## src/rtl/core/imh_pkg.sv

```systemverilog
// ----------------------------------------------------------------------------
// imh_pkg
// Shared types, sizes and codes for the indexed min-heap decrease-key unit.
// ----------------------------------------------------------------------------
package imh_pkg;

   localparam int NUM_ITEMS  = 1024;
   localparam int ITEM_W     = 10;
   localparam int KEY_W      = 30;
   localparam int SLOT_W     = 11;
   localparam int CAPACITY   = 1024;
   // ids are distinct, so the heap never holds more than NUM_ITEMS entries
   localparam int EFF_CAP    = (CAPACITY < NUM_ITEMS) ? CAPACITY : NUM_ITEMS;
   localparam int HEAP_AW    = $clog2(EFF_CAP);
   localparam int HEAP_DEPTH = 1 << HEAP_AW;
   localparam logic [SLOT_W-1:0] CAP_SLOTS = SLOT_W'(EFF_CAP);

   localparam logic [1:0] KIND_PUSH = 2'd0;
   localparam logic [1:0] KIND_POP  = 2'd1;
   localparam logic [1:0] KIND_DEC  = 2'd2;

   localparam logic [2:0] STATUS_OK        = 3'd0;
   localparam logic [2:0] STATUS_POP_EMPTY = 3'd1;
   localparam logic [2:0] STATUS_PUSH_FULL = 3'd2;
   localparam logic [2:0] STATUS_PRESENT   = 3'd3;
   localparam logic [2:0] STATUS_NOT_LOWER = 3'd4;

   localparam int STEP_W = 5;
   localparam logic [STEP_W-1:0] STEP_NONE      = 5'd0;
   localparam logic [STEP_W-1:0] STEP_CLEAR     = 5'd1;
   localparam logic [STEP_W-1:0] STEP_ACCEPT    = 5'd2;
   localparam logic [STEP_W-1:0] STEP_SET_STAT  = 5'd3;
   localparam logic [STEP_W-1:0] STEP_PUSH_GO   = 5'd4;
   localparam logic [STEP_W-1:0] STEP_DEC_STORE = 5'd5;
   localparam logic [STEP_W-1:0] STEP_DEC_GO    = 5'd6;
   localparam logic [STEP_W-1:0] STEP_POP_RD_ID = 5'd7;
   localparam logic [STEP_W-1:0] STEP_POP_RD_KY = 5'd8;
   localparam logic [STEP_W-1:0] STEP_POP_LAST  = 5'd9;
   localparam logic [STEP_W-1:0] STEP_POP_MOVE  = 5'd10;
   localparam logic [STEP_W-1:0] STEP_UP_RD     = 5'd11;
   localparam logic [STEP_W-1:0] STEP_UP_ID     = 5'd12;
   localparam logic [STEP_W-1:0] STEP_UP_MOVE   = 5'd13;
   localparam logic [STEP_W-1:0] STEP_DN_RD     = 5'd14;
   localparam logic [STEP_W-1:0] STEP_DN_ID     = 5'd15;
   localparam logic [STEP_W-1:0] STEP_DN_MOVE   = 5'd16;
   localparam logic [STEP_W-1:0] STEP_PLACE     = 5'd17;

   typedef struct packed {
      logic [1:0]        kind;
      logic [ITEM_W-1:0] item;
      logic [KEY_W-1:0]  key;
   } req_type;

   typedef struct packed {
      logic [ITEM_W-1:0] out_item;
      logic [KEY_W-1:0]  out_key;
      logic [2:0]        status;
      logic [SLOT_W-1:0] count;
   } rsp_type;

   typedef struct packed {
      logic [STEP_W-1:0] step;
      logic [2:0]        status;
   } cmd_type;

   typedef struct packed {
      logic [1:0] kind;
      logic       present;
      logic       in_heap;
      logic       full;
      logic       empty;
      logic       not_lower;
      logic       last_one;
      logic       at_root;
      logic       up_move;
      logic       leaf;
      logic       dn_stop;
      logic       clear_done;
   } flags_type;

endpackage

```

## src/rtl/core/imh_ctrl.sv

```systemverilog
// ----------------------------------------------------------------------------
// imh_ctrl
// Sequencer: clearing pass, request check, sift-up and sift-down loops.
// ----------------------------------------------------------------------------
module imh_ctrl (
   input  logic               clock,
   input  logic               reset,
   input  logic               start,
   input  imh_pkg::flags_type flags,
   output imh_pkg::cmd_type   cmd,
   output logic               busy,
   output logic               rsp_valid
);

   localparam logic [3:0] S_CLEAR    = 4'd0;
   localparam logic [3:0] S_IDLE     = 4'd1;
   localparam logic [3:0] S_CHECK    = 4'd2;
   localparam logic [3:0] S_POP_KEY  = 4'd3;
   localparam logic [3:0] S_POP_TAKE = 4'd4;
   localparam logic [3:0] S_UP_RD    = 4'd5;
   localparam logic [3:0] S_UP_ID    = 4'd6;
   localparam logic [3:0] S_UP_KEY   = 4'd7;
   localparam logic [3:0] S_DN_RD    = 4'd8;
   localparam logic [3:0] S_DN_ID    = 4'd9;
   localparam logic [3:0] S_DN_KEY   = 4'd10;
   localparam logic [3:0] S_DONE     = 4'd11;

   logic [3:0] state_ff, state_in;

   always_comb begin
      state_in   = state_ff;
      cmd.step   = imh_pkg::STEP_NONE;
      cmd.status = imh_pkg::STATUS_OK;
      case (state_ff)
         S_CLEAR: begin
            cmd.step = imh_pkg::STEP_CLEAR;
            if (flags.clear_done) begin
               state_in = S_IDLE;
            end
         end
         S_IDLE: begin
            if (start) begin
               cmd.step = imh_pkg::STEP_ACCEPT;
               state_in = S_CHECK;
            end
         end
         S_CHECK: begin
            state_in = S_DONE;
            case (flags.kind)
               imh_pkg::KIND_PUSH: begin
                  if (flags.present) begin
                     cmd.step   = imh_pkg::STEP_SET_STAT;
                     cmd.status = imh_pkg::STATUS_PRESENT;
                  end else if (flags.full) begin
                     cmd.step   = imh_pkg::STEP_SET_STAT;
                     cmd.status = imh_pkg::STATUS_PUSH_FULL;
                  end else begin
                     cmd.step = imh_pkg::STEP_PUSH_GO;
                     state_in = S_UP_RD;
                  end
               end
               imh_pkg::KIND_POP: begin
                  if (flags.empty) begin
                     cmd.step   = imh_pkg::STEP_SET_STAT;
                     cmd.status = imh_pkg::STATUS_POP_EMPTY;
                  end else begin
                     cmd.step = imh_pkg::STEP_POP_RD_ID;
                     state_in = S_POP_KEY;
                  end
               end
               imh_pkg::KIND_DEC: begin
                  if (!flags.in_heap) begin
                     cmd.step = imh_pkg::STEP_DEC_STORE;
                  end else if (flags.not_lower) begin
                     cmd.step   = imh_pkg::STEP_SET_STAT;
                     cmd.status = imh_pkg::STATUS_NOT_LOWER;
                  end else begin
                     cmd.step = imh_pkg::STEP_DEC_GO;
                     state_in = S_UP_RD;
                  end
               end
               default: begin
               end
            endcase
         end
         S_POP_KEY: begin
            cmd.step = imh_pkg::STEP_POP_RD_KY;
            state_in = S_POP_TAKE;
         end
         S_POP_TAKE: begin
            if (flags.last_one) begin
               cmd.step = imh_pkg::STEP_POP_LAST;
               state_in = S_DONE;
            end else begin
               cmd.step = imh_pkg::STEP_POP_MOVE;
               state_in = S_DN_RD;
            end
         end
         S_UP_RD: begin
            if (flags.at_root) begin
               cmd.step = imh_pkg::STEP_PLACE;
               state_in = S_DONE;
            end else begin
               cmd.step = imh_pkg::STEP_UP_RD;
               state_in = S_UP_ID;
            end
         end
         S_UP_ID: begin
            cmd.step = imh_pkg::STEP_UP_ID;
            state_in = S_UP_KEY;
         end
         S_UP_KEY: begin
            if (flags.up_move) begin
               cmd.step = imh_pkg::STEP_UP_MOVE;
               state_in = S_UP_RD;
            end else begin
               cmd.step = imh_pkg::STEP_PLACE;
               state_in = S_DONE;
            end
         end
         S_DN_RD: begin
            if (flags.leaf) begin
               cmd.step = imh_pkg::STEP_PLACE;
               state_in = S_DONE;
            end else begin
               cmd.step = imh_pkg::STEP_DN_RD;
               state_in = S_DN_ID;
            end
         end
         S_DN_ID: begin
            cmd.step = imh_pkg::STEP_DN_ID;
            state_in = S_DN_KEY;
         end
         S_DN_KEY: begin
            if (flags.dn_stop) begin
               cmd.step = imh_pkg::STEP_PLACE;
               state_in = S_DONE;
            end else begin
               cmd.step = imh_pkg::STEP_DN_MOVE;
               state_in = S_DN_RD;
            end
         end
         S_DONE: begin
            state_in = S_IDLE;
         end
         default: begin
            state_in = S_IDLE;
         end
      endcase
   end

   always_ff @(posedge clock) begin
      if (reset) begin
         state_ff <= S_CLEAR;
      end else begin
         state_ff <= state_in;
      end
   end

   assign busy      = (state_ff != S_IDLE);
   assign rsp_valid = (state_ff == S_DONE);

`ifndef NO_ASSERTIONS
   a_strobe_single: assert property (@(posedge clock) disable iff (reset)
      rsp_valid |=> !rsp_valid)
      else $error("result strobe held for two cycles");
   a_accept_check: assert property (@(posedge clock) disable iff (reset)
      (start && !busy) |=> (state_ff == S_CHECK))
      else $error("accepted transaction did not reach the check step");
   a_done_idle: assert property (@(posedge clock) disable iff (reset)
      rsp_valid |=> !busy)
      else $error("block stayed busy after delivering a result");
`endif

endmodule

```

## config.mk

```make
export PLATFORM = sky130hd
export DESIGN_NAME = imh_ctrl
export DESIGN_NICKNAME = d
export VERILOG_FILES = /design/src/rtl/core/imh_pkg.sv /design/src/rtl/core/imh_ctrl.sv
export SDC_FILE = /design/constraint.sdc
export NUM_CORES = 1
export LEC_CHECK = 0
export BUFFER_PORTS_ARGS = -buffer_cell sky130_fd_sc_hd__buf_2
export CORE_MARGIN = 8
export CORE_UTILIZATION = 47
export CTS_CLUSTER_SIZE = 14
export DETAILED_ROUTE_END_ITERATION = 8
export GPL_ROUTABILITY_DRIVEN = 0
export PLACE_DENSITY = 0.84
export REMOVE_ABC_BUFFERS = 1
export SLEW_MARGIN = 10
export SYNTH_ARGS = -nofsm -noshare
export SYNTH_HDL_FRONTEND = slang
export SYNTH_SLANG_ARGS = --single-unit
export TNS_END_PERCENT = 10
```

## constraint.sdc

```tcl
create_clock -name clock -period 1.9 [get_ports clock]
set_input_delay 0.095 -clock clock [delete_from_list [all_inputs] [get_ports clock]]
set_output_delay 0.095 -clock clock [all_outputs]
set_load 0.03 [all_outputs]
```

==> key figures, run 1 <==
Floorplan
  – Core area: around 1300 um^2
  – Starting density of the core: 0.5071
  – Die Width: 53.71 um
  – Die area: 2884 um^2
  – Num rows: 13
  – # IOs: 26
  – Die Height: about 54 um

Power and ir drop
  – Psw: approximately 120 uW
  – Comb power frac: 0.384
  – P_int: ~210 uW
  – Power Density: between 300 and 400 nW/um^2
  – Sequential share of power: 0.290
  – Clk network pwr share: 0.326
  – Switching share of power: 0.3619
  – Leakage: ~0.35 nW
  – Peak supply drop: between 0.2 and 0.3 mV
  – Overall power: between 300 and 400 uW

GRT
  – GRT overflow: 0
  – Vias in the first global route: 761
  – Initial antenna violation count: 0
  – Global-route wire length before repair: 3353 um
  – Largest net degree at the start of global routing: 14
  – Total Routing Usage GR: 0.1469

Synthesis
  – Cell taking the most area after synthesis: dfxtp_1
  – Seq/Total Area, Yosys: 0.1199
  – Most frequent cell after synthesis: o21ai_0
  – Synthesized cell area: about 670 um^2
  – Syn Inst Count: 95
  – Async S/R FF share, synth: 0
  – Synth cell types: 43
  – Share of the synthesized area in the top cell type: 0.1199
  – Synth top cells by count: 12 x o21ai_0, 7 x nor2_1, 6 x buf_2, 6 x nand2_1
  – Number of flops mapped to enable cells by yosys: 0
  – Top_reg_cell synth: dfxtp_1
  – Flops & latches, synth: 4
  – Syn avg cell area: roughly 7 um^2
  – Leading post-synthesis cells by cell area: dfxtp_1 12%, o21ai_0 9.0%, buf_2 4.5%, mux2i_1 4.5%, nor2_1 3.9%
  – Synth Warn #: 0

STA
  – Rel. slew slack: 0.6009
  – RSZ-0062 raised after global routing: false
  – Clk_skew: ~11 ps
  – TNS Setup: 0 ps
  – Worst Tran Pin Value: between 500 and 600 ps
  – Final setup violation count: 0
  – Fin crit share: 0.9440
  – Min Hold Slack: ~60 ps
  – Fmax: 0.5575 GHz
  – Slew Limit Fails: 0
  – Crit path time final: ~1800 ps
  – Final Hold Violating Endpoints: 0

Worst setup path
  – Crit path max-delay family: compound AO/OA/AOI/OAI gates
  – Slowest stage delay, CP: between 300 and 400 ps
  – Worst R2R Setup Slack: roughly 320 ps
  – Slowest CP cell: dfxtp_2
  – Critical Path Sink Type: output pin
  – R2R Path End: state_ff[3]
  – CP arrival: about 1700 ps
  – Crit path launch type: flip-flop
  – WP data required: between 1500 and 2000 ps
  – Critical Path Fanout Max: 13
  – RR Startpoint: state_ff[1]
  – Crit path kind: flip-flop to output pin
  – R2R depth: 4
  – Cell Chain, Critical Path: buf_4 -> o21bai_1 -> mux2_2 -> o21ai_1 -> a211o_1 -> buf_2
  – Worst Path Buf+Inv: 2

Clocking
  – Clock buffer depth: 2
  – Htree depth: 1
  – Root buf cell: clkbuf_4
  – Clk_lat worst skew: approximately 240 ps
  – Hold buffers post-CTS: 0
  – TritonCTS Buffers: 3
  – CTS tree: yes
  – Post-CTS Setup Inserts: 0
  – Num Clock Sinks: 4
  – CTS clock-pin slew for the worst setup and hold paths: ~40 ps

Min path
  – Hold Crit Depth: 2
  – Hold WC Path Type: input pin to flip-flop
  – Hold path startpoint: reset
  – Hold path endpoint: state_ff[2]

Final layout
  – Largest Register: state_ff
  – Layout cells sized above 1: 0.3950
  – Top flop regs: state_ff: 4 flops
  – Final cell count without fillers: 134
  – P&R area growth vs syn: 24.91%
  – Max reg flops: 4
  – # diodes: 0
  – Fillers: about 120
  – Net count, final: around 140
  – Core Util, Final: 0.6334

Place
  – DP HPWL: roughly 1700 um
  – Port bufs: 25
  – Placed cells: approximately 130

Detailed routing
  – Drt first-iter violations: 34
  – Total Wirelength: between 2000 and 2500 um
  – Routed len/inst: 15.31 um
  – Post-route ant nets: 0
  – TritonRoute pass-1 iters: 4
  – DR vias: ~870
  – Vias/cell: about 6.5
  – DRC: 0

Outcome
  – Status: complete, no violations

Flow run
  – Maxcap violations: 0
## layer usage
layer / GRT usage / vias to the layer above / routed length [um] / share of wire
li1: - / 419 / - / -
met1: 0.2016 / 392 / 896 / 0.44
met2: 0.2220 / 57 / 937 / 0.46
met3: 0.05510 / 0 / 218 / 0.11
met4: 0.008403 / 0 / 0 / 0
met5: 0 / - / 0 / 0
## power groups by stage
stage | Sequential (mW) | Clock, mW | Combinational [mW]
global placement | 0.0962 | 0 | 0.123
global route | 0.0968 | 0.121 | 0.138
detailed placement | 0.0965 | 0 | 0.125
finish | 0.0963 | 0.108 | 0.127
floorplan | 0.0983 | 0 | 0.0692
CTS | 0.0953 | 0.111 | 0.126
## through the flow
| step | setup WS, ps | instance area (um^2) |
|---|---|---|
| after global routing | 5.135 | 834.6 |
| final | 106.3 | 834.6 |
| after floorplan | -111.6 | 615.6 |
| after detailed placement | 223.3 | 804.5 |
| after global placement | 262.4 | 804.5 |
| after CTS | 18.30 | 827.0 |
## timing repair
item                                    CTS  global route
resized for setup                         1             4
hold endpoints to repair                  0             0
endpoints found under the setup margin    1             3
## cells by family after synthesis
kind of cell              Yosys count  share of synthesized area
and+or+nand+nor                    32                     0.2528
xor gates and xnor gates            1                    0.01311
muxes                               4                    0.06180
DFF                                 4                     0.1199
AOI/OAI and AO/OA                  39                     0.4457
buffers and inverters              15                     0.1067
## worst max path at each step
stage | from | to | slack [ps] | cells past startpoint
after floorplan | state_ff[1] | cmd[5] | -110 | 2
after detailed placement | state_ff[2] | cmd[3] | 220 | 6
after global placement | state_ff[2] | cmd[3] | 260 | 6
after CTS | state_ff[0] | cmd[4] | 20 | 5
final | state_ff[2] | cmd[3] | 110 | 6
after global routing | state_ff[3] | cmd[6] | 5 | 5
## layout make-up
cell class,count,area (um^2),share of cell area
multi-input cells,76,521.8,0.6252
repair buffers,31,170.2,0.2039
flip-flops and latches,4,82.58,0.09895
clock buffers,3,22.52,0.02699
inverters,5,18.77,0.02249
well taps,15,18.77,0.02249
## cells in the final DEF, fill, tap and decap left out, types with 2 or more instances in the layout
cell / n
buf_2: 25
o21ai_0: 11
nor2_1: 7
nand2_1: 6
buf_4: 6
inv_1: 5
nand3_1: 5
nor3_1: 4
a21oi_1: 4
mux2i_1: 3
clkbuf_4: 3
nor2b_2: 2
o21bai_1: 2
a221oi_1: 2
a2111oi_0: 2
dfxtp_2: 2
dfxtp_1: 2
## worst register-to-register path, stage by stage, from the launching register on
cell and delay, ps:
dfxtp_1 510, nor2b_2 250, nand2_1 140, a31o_2 250, a2111oi_0 320
No activity file was read; power rests on OpenSTA's default activity.
==> run 2: changes to the inputs <==
- HOLD_SLACK_MARGIN: unset -> 0.03
- RECOVER_POWER: unset -> 100
- clock period: 1.9 -> 2 ns (I/O delays scaled with it)
==> run 2 against run 1 <==
  * Combinational power is 8% lower
  * Clock power is 6% lower
  * Non-clock buffer count stayed put
  * Sequential share of layout area is 0.29 points higher
  * Cell count stayed put
  * Worst setup slack better by 21 ps
  * Total power is 6.3% lower
  * Clock skew is 4.0 ps lower
  * Sequential power is 4.2% lower
  * Utilization is 0.85 points lower
  * Worst hold slack better by 9.1 ps
  * First-iteration DRC count is 29% lower
  * Largest cell class unchanged
  * Largest power group unchanged
==> key figures, run 2 (synthesis results as in run 1) <==
Floorplan
  – Die Width: 53.71 um (unchanged)
  – Starting density of the core: 0.5071 (unchanged)
  – # IOs: 26 (unchanged)
  – Core area: 1318 um^2 (unchanged)
  – Num rows: 13 (unchanged)
  – Die area: 2884 um^2 (unchanged)
  – Die Height: 53.71 um (unchanged)

Detailed routing
  – Vias/cell: 6.306 (-2.6%)
  – TritonRoute pass-1 iters: 5 (+1)
  – Total Wirelength: 2045 um (-0.34%)
  – Drt first-iter violations: 24 (-29%)
  – Post-route ant nets: 0 (unchanged)
  – Routed len/inst: 15.26 um (-0.34%)
  – DRC: 0 (unchanged)
  – DR vias: 845 (-2.6%)

Place
  – Placed inst area: 804.5 um^2 (unchanged)
  – Place WS: 221.6 ps (-1.643 ps)
  – DP HPWL: 1627 um (-2.4%)
  – Placed cells: 131 (unchanged)
  – Port bufs: 25 (unchanged)

Worst setup path
  – Cell Chain, Critical Path: and4b_1 -> o21ai_0 -> o21ai_0 -> a211o_1 -> clkbuf_2
  – Crit path from: state_ff[2]
  – Slowest CP cell: dfxtp_2
  – Crit-path most repeated cell: o21ai_0
  – CP arrival: 1770 ps (+70 ps)
  – Critical Path Fanout Max: 12 (-1)
  – R2R Path End: state_ff[3]
  – RR Startpoint: state_ff[1]
  – R2R depth: 4 (unchanged)
  – Slowest stage delay, CP: 440 ps (+60 ps)
  – Critical Path Sink Type: output pin
  – Worst R2R Setup Slack: 370 ps (+50 ps)
  – Crit path launch type: flip-flop
  – WP data required: 1900 ps (+100 ps)
  – Crit path kind: flip-flop to output pin

GRT
  – Total Routing Usage GR: 0.1396 (-0.007228)
  – Initial antenna violation count: 0 (unchanged)
  – Largest net degree at the start of global routing: 18 (+4)
  – Vias in the first global route: 773 (+1.6%)
  – GRT overflow: 0 (unchanged)
  – Global-route wire length before repair: 3222 um (-3.9%)

Clocking
  – Htree depth: 1 (unchanged)
  – Num Clock Sinks: 4 (unchanged)
  – TritonCTS Buffers: 3 (unchanged)
  – Clock buffer depth: 2 (unchanged)
  – CTS clock-pin slew for the worst setup and hold paths: 40 ps (about the same)
  – Root buf cell: clkbuf_4
  – Clk_lat worst skew: 240 ps (about the same)
  – CTS tree: yes
  – Post-CTS Setup Inserts: 0 (unchanged)

STA
  – Final Hold Violating Endpoints: 0 (unchanged)
  – RSZ-0062 raised after global routing: false
  – Slew Limit Fails: 0 (unchanged)
  – Min Hold Slack: 69.32 ps (+9.056 ps)
  – Final setup violation count: 0 (unchanged)
  – Clk_skew: 6.661 ps (-3.974 ps)
  – Post-route setup slack: 127.1 ps (+20.73 ps)
  – Worst Tran Pin Value: 556.7 ps (-26.85 ps)
  – Fmax: ~0.53 GHz
  – Fin crit share: 0.9365
  – Crit path time final: 1873 ps
  – Rel. slew slack: 0.6193 (+0.01837)

Min path
  – Hold Crit Depth: 2 (unchanged)
  – Hold path endpoint: state_ff[2]
  – Hold path startpoint: reset
  – Hold WC Path Type: input pin to flip-flop

Power and ir drop
  – Switching share of power: 0.3610 (-0.0008709)
  – Overall power: 310.9 uW (-6.3%)
  – Clk network pwr share: 0.326 (about the same)
  – Peak supply drop: 0.1976 mV (-28%)
  – Comb power frac: 0.377 (-0.007)
  – Sequential share of power: 0.297 (+0.007)
  – Leakage: 0.3254 nW (-7.9%)
  – P_int: 198.7 uW (-6.2%)
  – Power Density: 377.6 nW/um^2 (-5.1%)
  – Psw: 112.2 uW (-6.6%)

Final layout
  – Max reg flops: 4 (unchanged)
  – Most frequent cells in the layout: 17 x buf_2, 12 x o21ai_0, 7 x nor2_1
  – Most common cell after layout, fill and taps aside: buf_2
  – Layout cells sized above 1: 0.3445 (-0.05042)
  – Final cell count without fillers: 134 (unchanged)
  – Net count, final: 137 (unchanged)
  – Largest Register: state_ff
  – P&R area growth vs syn: 23.22%
  – # diodes: 0 (unchanged)
  – Top flop regs: state_ff: 4 flops
  – Final Cell Area: 823.3 um^2 (-1.3%)

Flow run
  – Maxcap violations: 0 (unchanged)

Outcome
  – Status: complete, no violations
==> run 2: worst max-delay path: cells and delay by family (launching register included) <==
kind	cells	cell delay (ps)
AO/OA/AOI/OAI	3	680
flip-flops	1	440
AND/OR/NAND/NOR	1	220
buffers and inverters	1	180
==> run 2: worst max path at each step <==
| stage | cells after the start | endpoint | slack, ps |
|---|---|---|---|
| after floorplan | 2 | cmd[5] | -20 |
| after global placement | 5 | cmd[3] | 330 |
| after detailed placement | 5 | cmd[4] | 220 |
| after CTS | 5 | cmd[3] | 20 |
| after global routing | 5 | cmd[3] | 30 |
| final | 5 | cmd[3] | 130 |
==> run 2: power groups by stage <==
stage,registers (mW),logic [mW],clock network [mW]
after floorplan,0.0934,0.0657,0
after global placement,0.0920,0.113,0
after detailed placement,0.0925,0.115,0
after CTS,0.0917,0.116,0.103
after global routing,0.0929,0.127,0.106
final,0.0923,0.117,0.101
==> run 2: layout make-up <==
class / instances / area, um^2
multi-input combinational: 76 / 519.2
fill: 133 / 494.2
timing repair buffer: 31 / 160.2
sequential: 4 / 83.83
clock buffer: 3 / 22.52
inverter: 5 / 18.77
tap: 15 / 18.77
==> run 2: timing repair <==
item | CTS | global route
pin swaps | 0 | 0
cloned | 0 | 0
setup endpoints to repair | 1 | 2
resized for setup | 1 | 3
hold buffers | 0 | 0
==> run 2: layer usage <==
metal	track usage	share of wire	vias to the layer above
met5	0	0	-
met4	0.02521	0	0
met3	0.03581	0.082	0
met2	0.2278	0.46	46
met1	0.1811	0.46	382
li1	-	-	417
==> run 2: through the flow <==
| step | utilization | setup TNS, ps |
|---|---|---|
| after CTS | 0.6287 | 0 |
| final | 0.6249 | 0 |
| after global routing | 0.6249 | 0 |
| after global placement | 0.6106 | 0 |
| after floorplan | - | -16.62 |
| after detailed placement | 0.6106 | 0 |
==> run 3: changes to the inputs <==
--- a/constraint.sdc
+++ b/constraint.sdc
@@ -3,2 +3,2 @@
 set_output_delay 0.1 -clock clock [all_outputs]
-set_load 0.03 [all_outputs]
+set_load 0.005 [all_outputs]
==> run 3 against run 2 <==
  * Die area did not move
  * Sequential power grew 0.4%
  * Clock skew decreased by 3.1 ps
  * Cell count shrank 1.5%
  * Worst hold slack improved by 3.0 ps
  * Utilization decreased by 1.1 points
  * Total power is 6.0% lower
  * Flip-flop and latch count did not move
  * Global-route usage grew 0.27 points
  * Via count fell by 6.7%
  * Highest routed layer is now met4
==> key figures, run 3 (synthesis results as in run 1) <==
Outcome
  – Status: complete, no violations

Clocking
  – CTS tree: yes
  – Hold buffers post-CTS: 0 (unchanged)
  – CTS clock-pin slew for the worst setup and hold paths: 40 ps (about the same)
  – Number of gates resized after cts: 0 (-1)
  – Post-CTS Setup Inserts: 0 (unchanged)
  – Clock buffer depth: 2 (unchanged)
  – Num Clock Sinks: 4 (unchanged)
  – Htree depth: 1 (unchanged)
  – TritonCTS Buffers: 3 (unchanged)
  – Root buf cell: clkbuf_4
  – Clk_lat worst skew: 230 ps (about the same)

Worst setup path
  – Crit path kind: flip-flop to output pin
  – Critical Path Fanout Max: 15 (+3)
  – WP data required: 1900 ps (about the same)
  – Critical Path Sink Type: output pin
  – Crit path launch type: flip-flop
  – R2R depth: 4 (unchanged)
  – CP arrival: 1760 ps (about the same)

Floorplan
  – Starting density of the core: 0.5071 (unchanged)
  – Num rows: 13 (unchanged)
  – # IOs: 26 (unchanged)
  – Die Height: 53.71 um (unchanged)
  – Die Width: 53.71 um (unchanged)
  – Die area: 2884 um^2 (unchanged)
  – Core area: 1318 um^2 (unchanged)

Detailed routing
  – DR vias: 788 (-6.7%)
  – TritonRoute pass-1 iters: 4 (-1)
  – Vias/cell: 5.970 (-5.3%)
  – Post-route ant nets: 0 (unchanged)
  – Drt first-iter violations: 27 (+13%)
  – Routed len/inst: 14.63 um (-4.1%)
  – DRC: 0 (unchanged)
  – Total Wirelength: 1931 um (-5.6%)

Final layout
  – Max reg flops: 4 (unchanged)
  – Largest Register: state_ff
  – Net count, final: 135 (-1.5%)
  – # diodes: 0 (unchanged)
  – Most frequent cells in the layout: 17 x buf_2, 12 x o21ai_0, 7 x nor2_1, 7 x clkbuf_1, 6 x nand2_1
  – Most common cell after layout, fill and taps aside: buf_2
  – Top flop regs: state_ff: 4 flops
  – Final cell count without fillers: 132 (-1.5%)
  – P&R area growth vs syn: 20.97%
  – Layout cells sized above 1: 0.3162 (-0.02830)
  – Core Util, Final: 0.6135 (-0.01140)

STA
  – Fin crit share: 0.9288 (-0.007715)
  – Final setup violation count: 0 (unchanged)
  – Final Hold Violating Endpoints: 0 (unchanged)
  – RSZ-0062 raised after global routing: false
  – Worst Tran Pin Value: 502.0 ps (-54.66 ps)
  – Rel. slew slack: 0.6567 (+0.03738)
  – Clk_skew: 3.522 ps (-3.140 ps)
  – Min Hold Slack: 72.31 ps (+2.988 ps)
  – Slew Limit Fails: 0 (unchanged)
  – TNS Setup: 0 ps (unchanged)
  – Crit path time final: 1858 ps (-15.43 ps)
  – Fmax: 0.5384 GHz (+0.83%)

Power and ir drop
  – Leakage: 0.3128 nW (-3.9%)
  – Peak supply drop: 0.2842 mV (+44%)
  – Power Density: 361.7 nW/um^2 (-4.2%)

GRT
  – Total Routing Usage GR: 0.1423 (+0.002671)
  – Global-route wire length before repair: 3222 um (unchanged)
  – Initial antenna violation count: 0 (unchanged)
  – GRT overflow: 0 (unchanged)
  – Vias in the first global route: 786 (+1.7%)
  – Largest net degree at the start of global routing: 17 (-1)

Place
  – DP HPWL: 1642 um (+0.89%)
  – Placed cells: 129 (-1.5%)
  – Port bufs: 25 (unchanged)

Min path
  – Hold Crit Depth: 2 (unchanged)
  – Hold WC Path Type: input pin to flip-flop

Flow run
  – Maxcap violations: 0 (unchanged)
[run 3: final timing paths]
path / startpoint / end / slack [ps]
hold reg to reg: state_ff[1] / state_ff[2] / 610
setup / recovery: state_ff[3] / cmd[3] / 140
hold / removal: reset / state_ff[2] / 70
setup reg to reg: state_ff[1] / state_ff[0] / 380
[run 3: stage by stage]
| stage | worst slack, ps | total power [mW] | cell area [um^2] |
|---|---|---|---|
| CTS | 62.93 | 0.2949 | 812.0 |
| finish | 142.5 | 0.2924 | 808.3 |
| global placement | 362.0 | 0.1926 | 789.5 |
| detailed placement | 315.6 | 0.1950 | 789.5 |
| global route | 18.52 | 0.3193 | 808.3 |
| floorplan | 418.5 | 0.1454 | 615.6 |
[run 3: worst max-delay path: stages (launching register included)]
cell and delay, ps:
dfxtp_1 620, nor4bb_1 110, o21ai_0 260, o21ai_0 190
a211o_1 250, clkbuf_2 110
[run 3: report_power, final]
group          internal, mW  leakage, nW  switching, mW
clock network        0.0670       0.0138         0.0309
registers            0.0834       0.0333        0.00928
logic                0.0473        0.266         0.0545
total                 0.198        0.313         0.0947
[run 3: final cells by class]
| cell class | instances | area (um^2) |
|---|---|---|
| inverters | 5 | 18.77 |
| fillers | 134 | 509.2 |
| flip-flops and latches | 4 | 82.58 |
| repair buffers | 29 | 146.4 |
| well taps | 15 | 18.77 |
| clock buffers | 3 | 22.52 |
| multi-input cells | 76 | 519.2 |
[run 3: per-layer routing]
layer,global-route usage,up-vias,share of wire
met5,0,-,0
met4,0.05882,0,0.030
met3,0.05785,6,0.087
met2,0.2336,33,0.46
met1,0.1592,342,0.42
li1,-,407,-
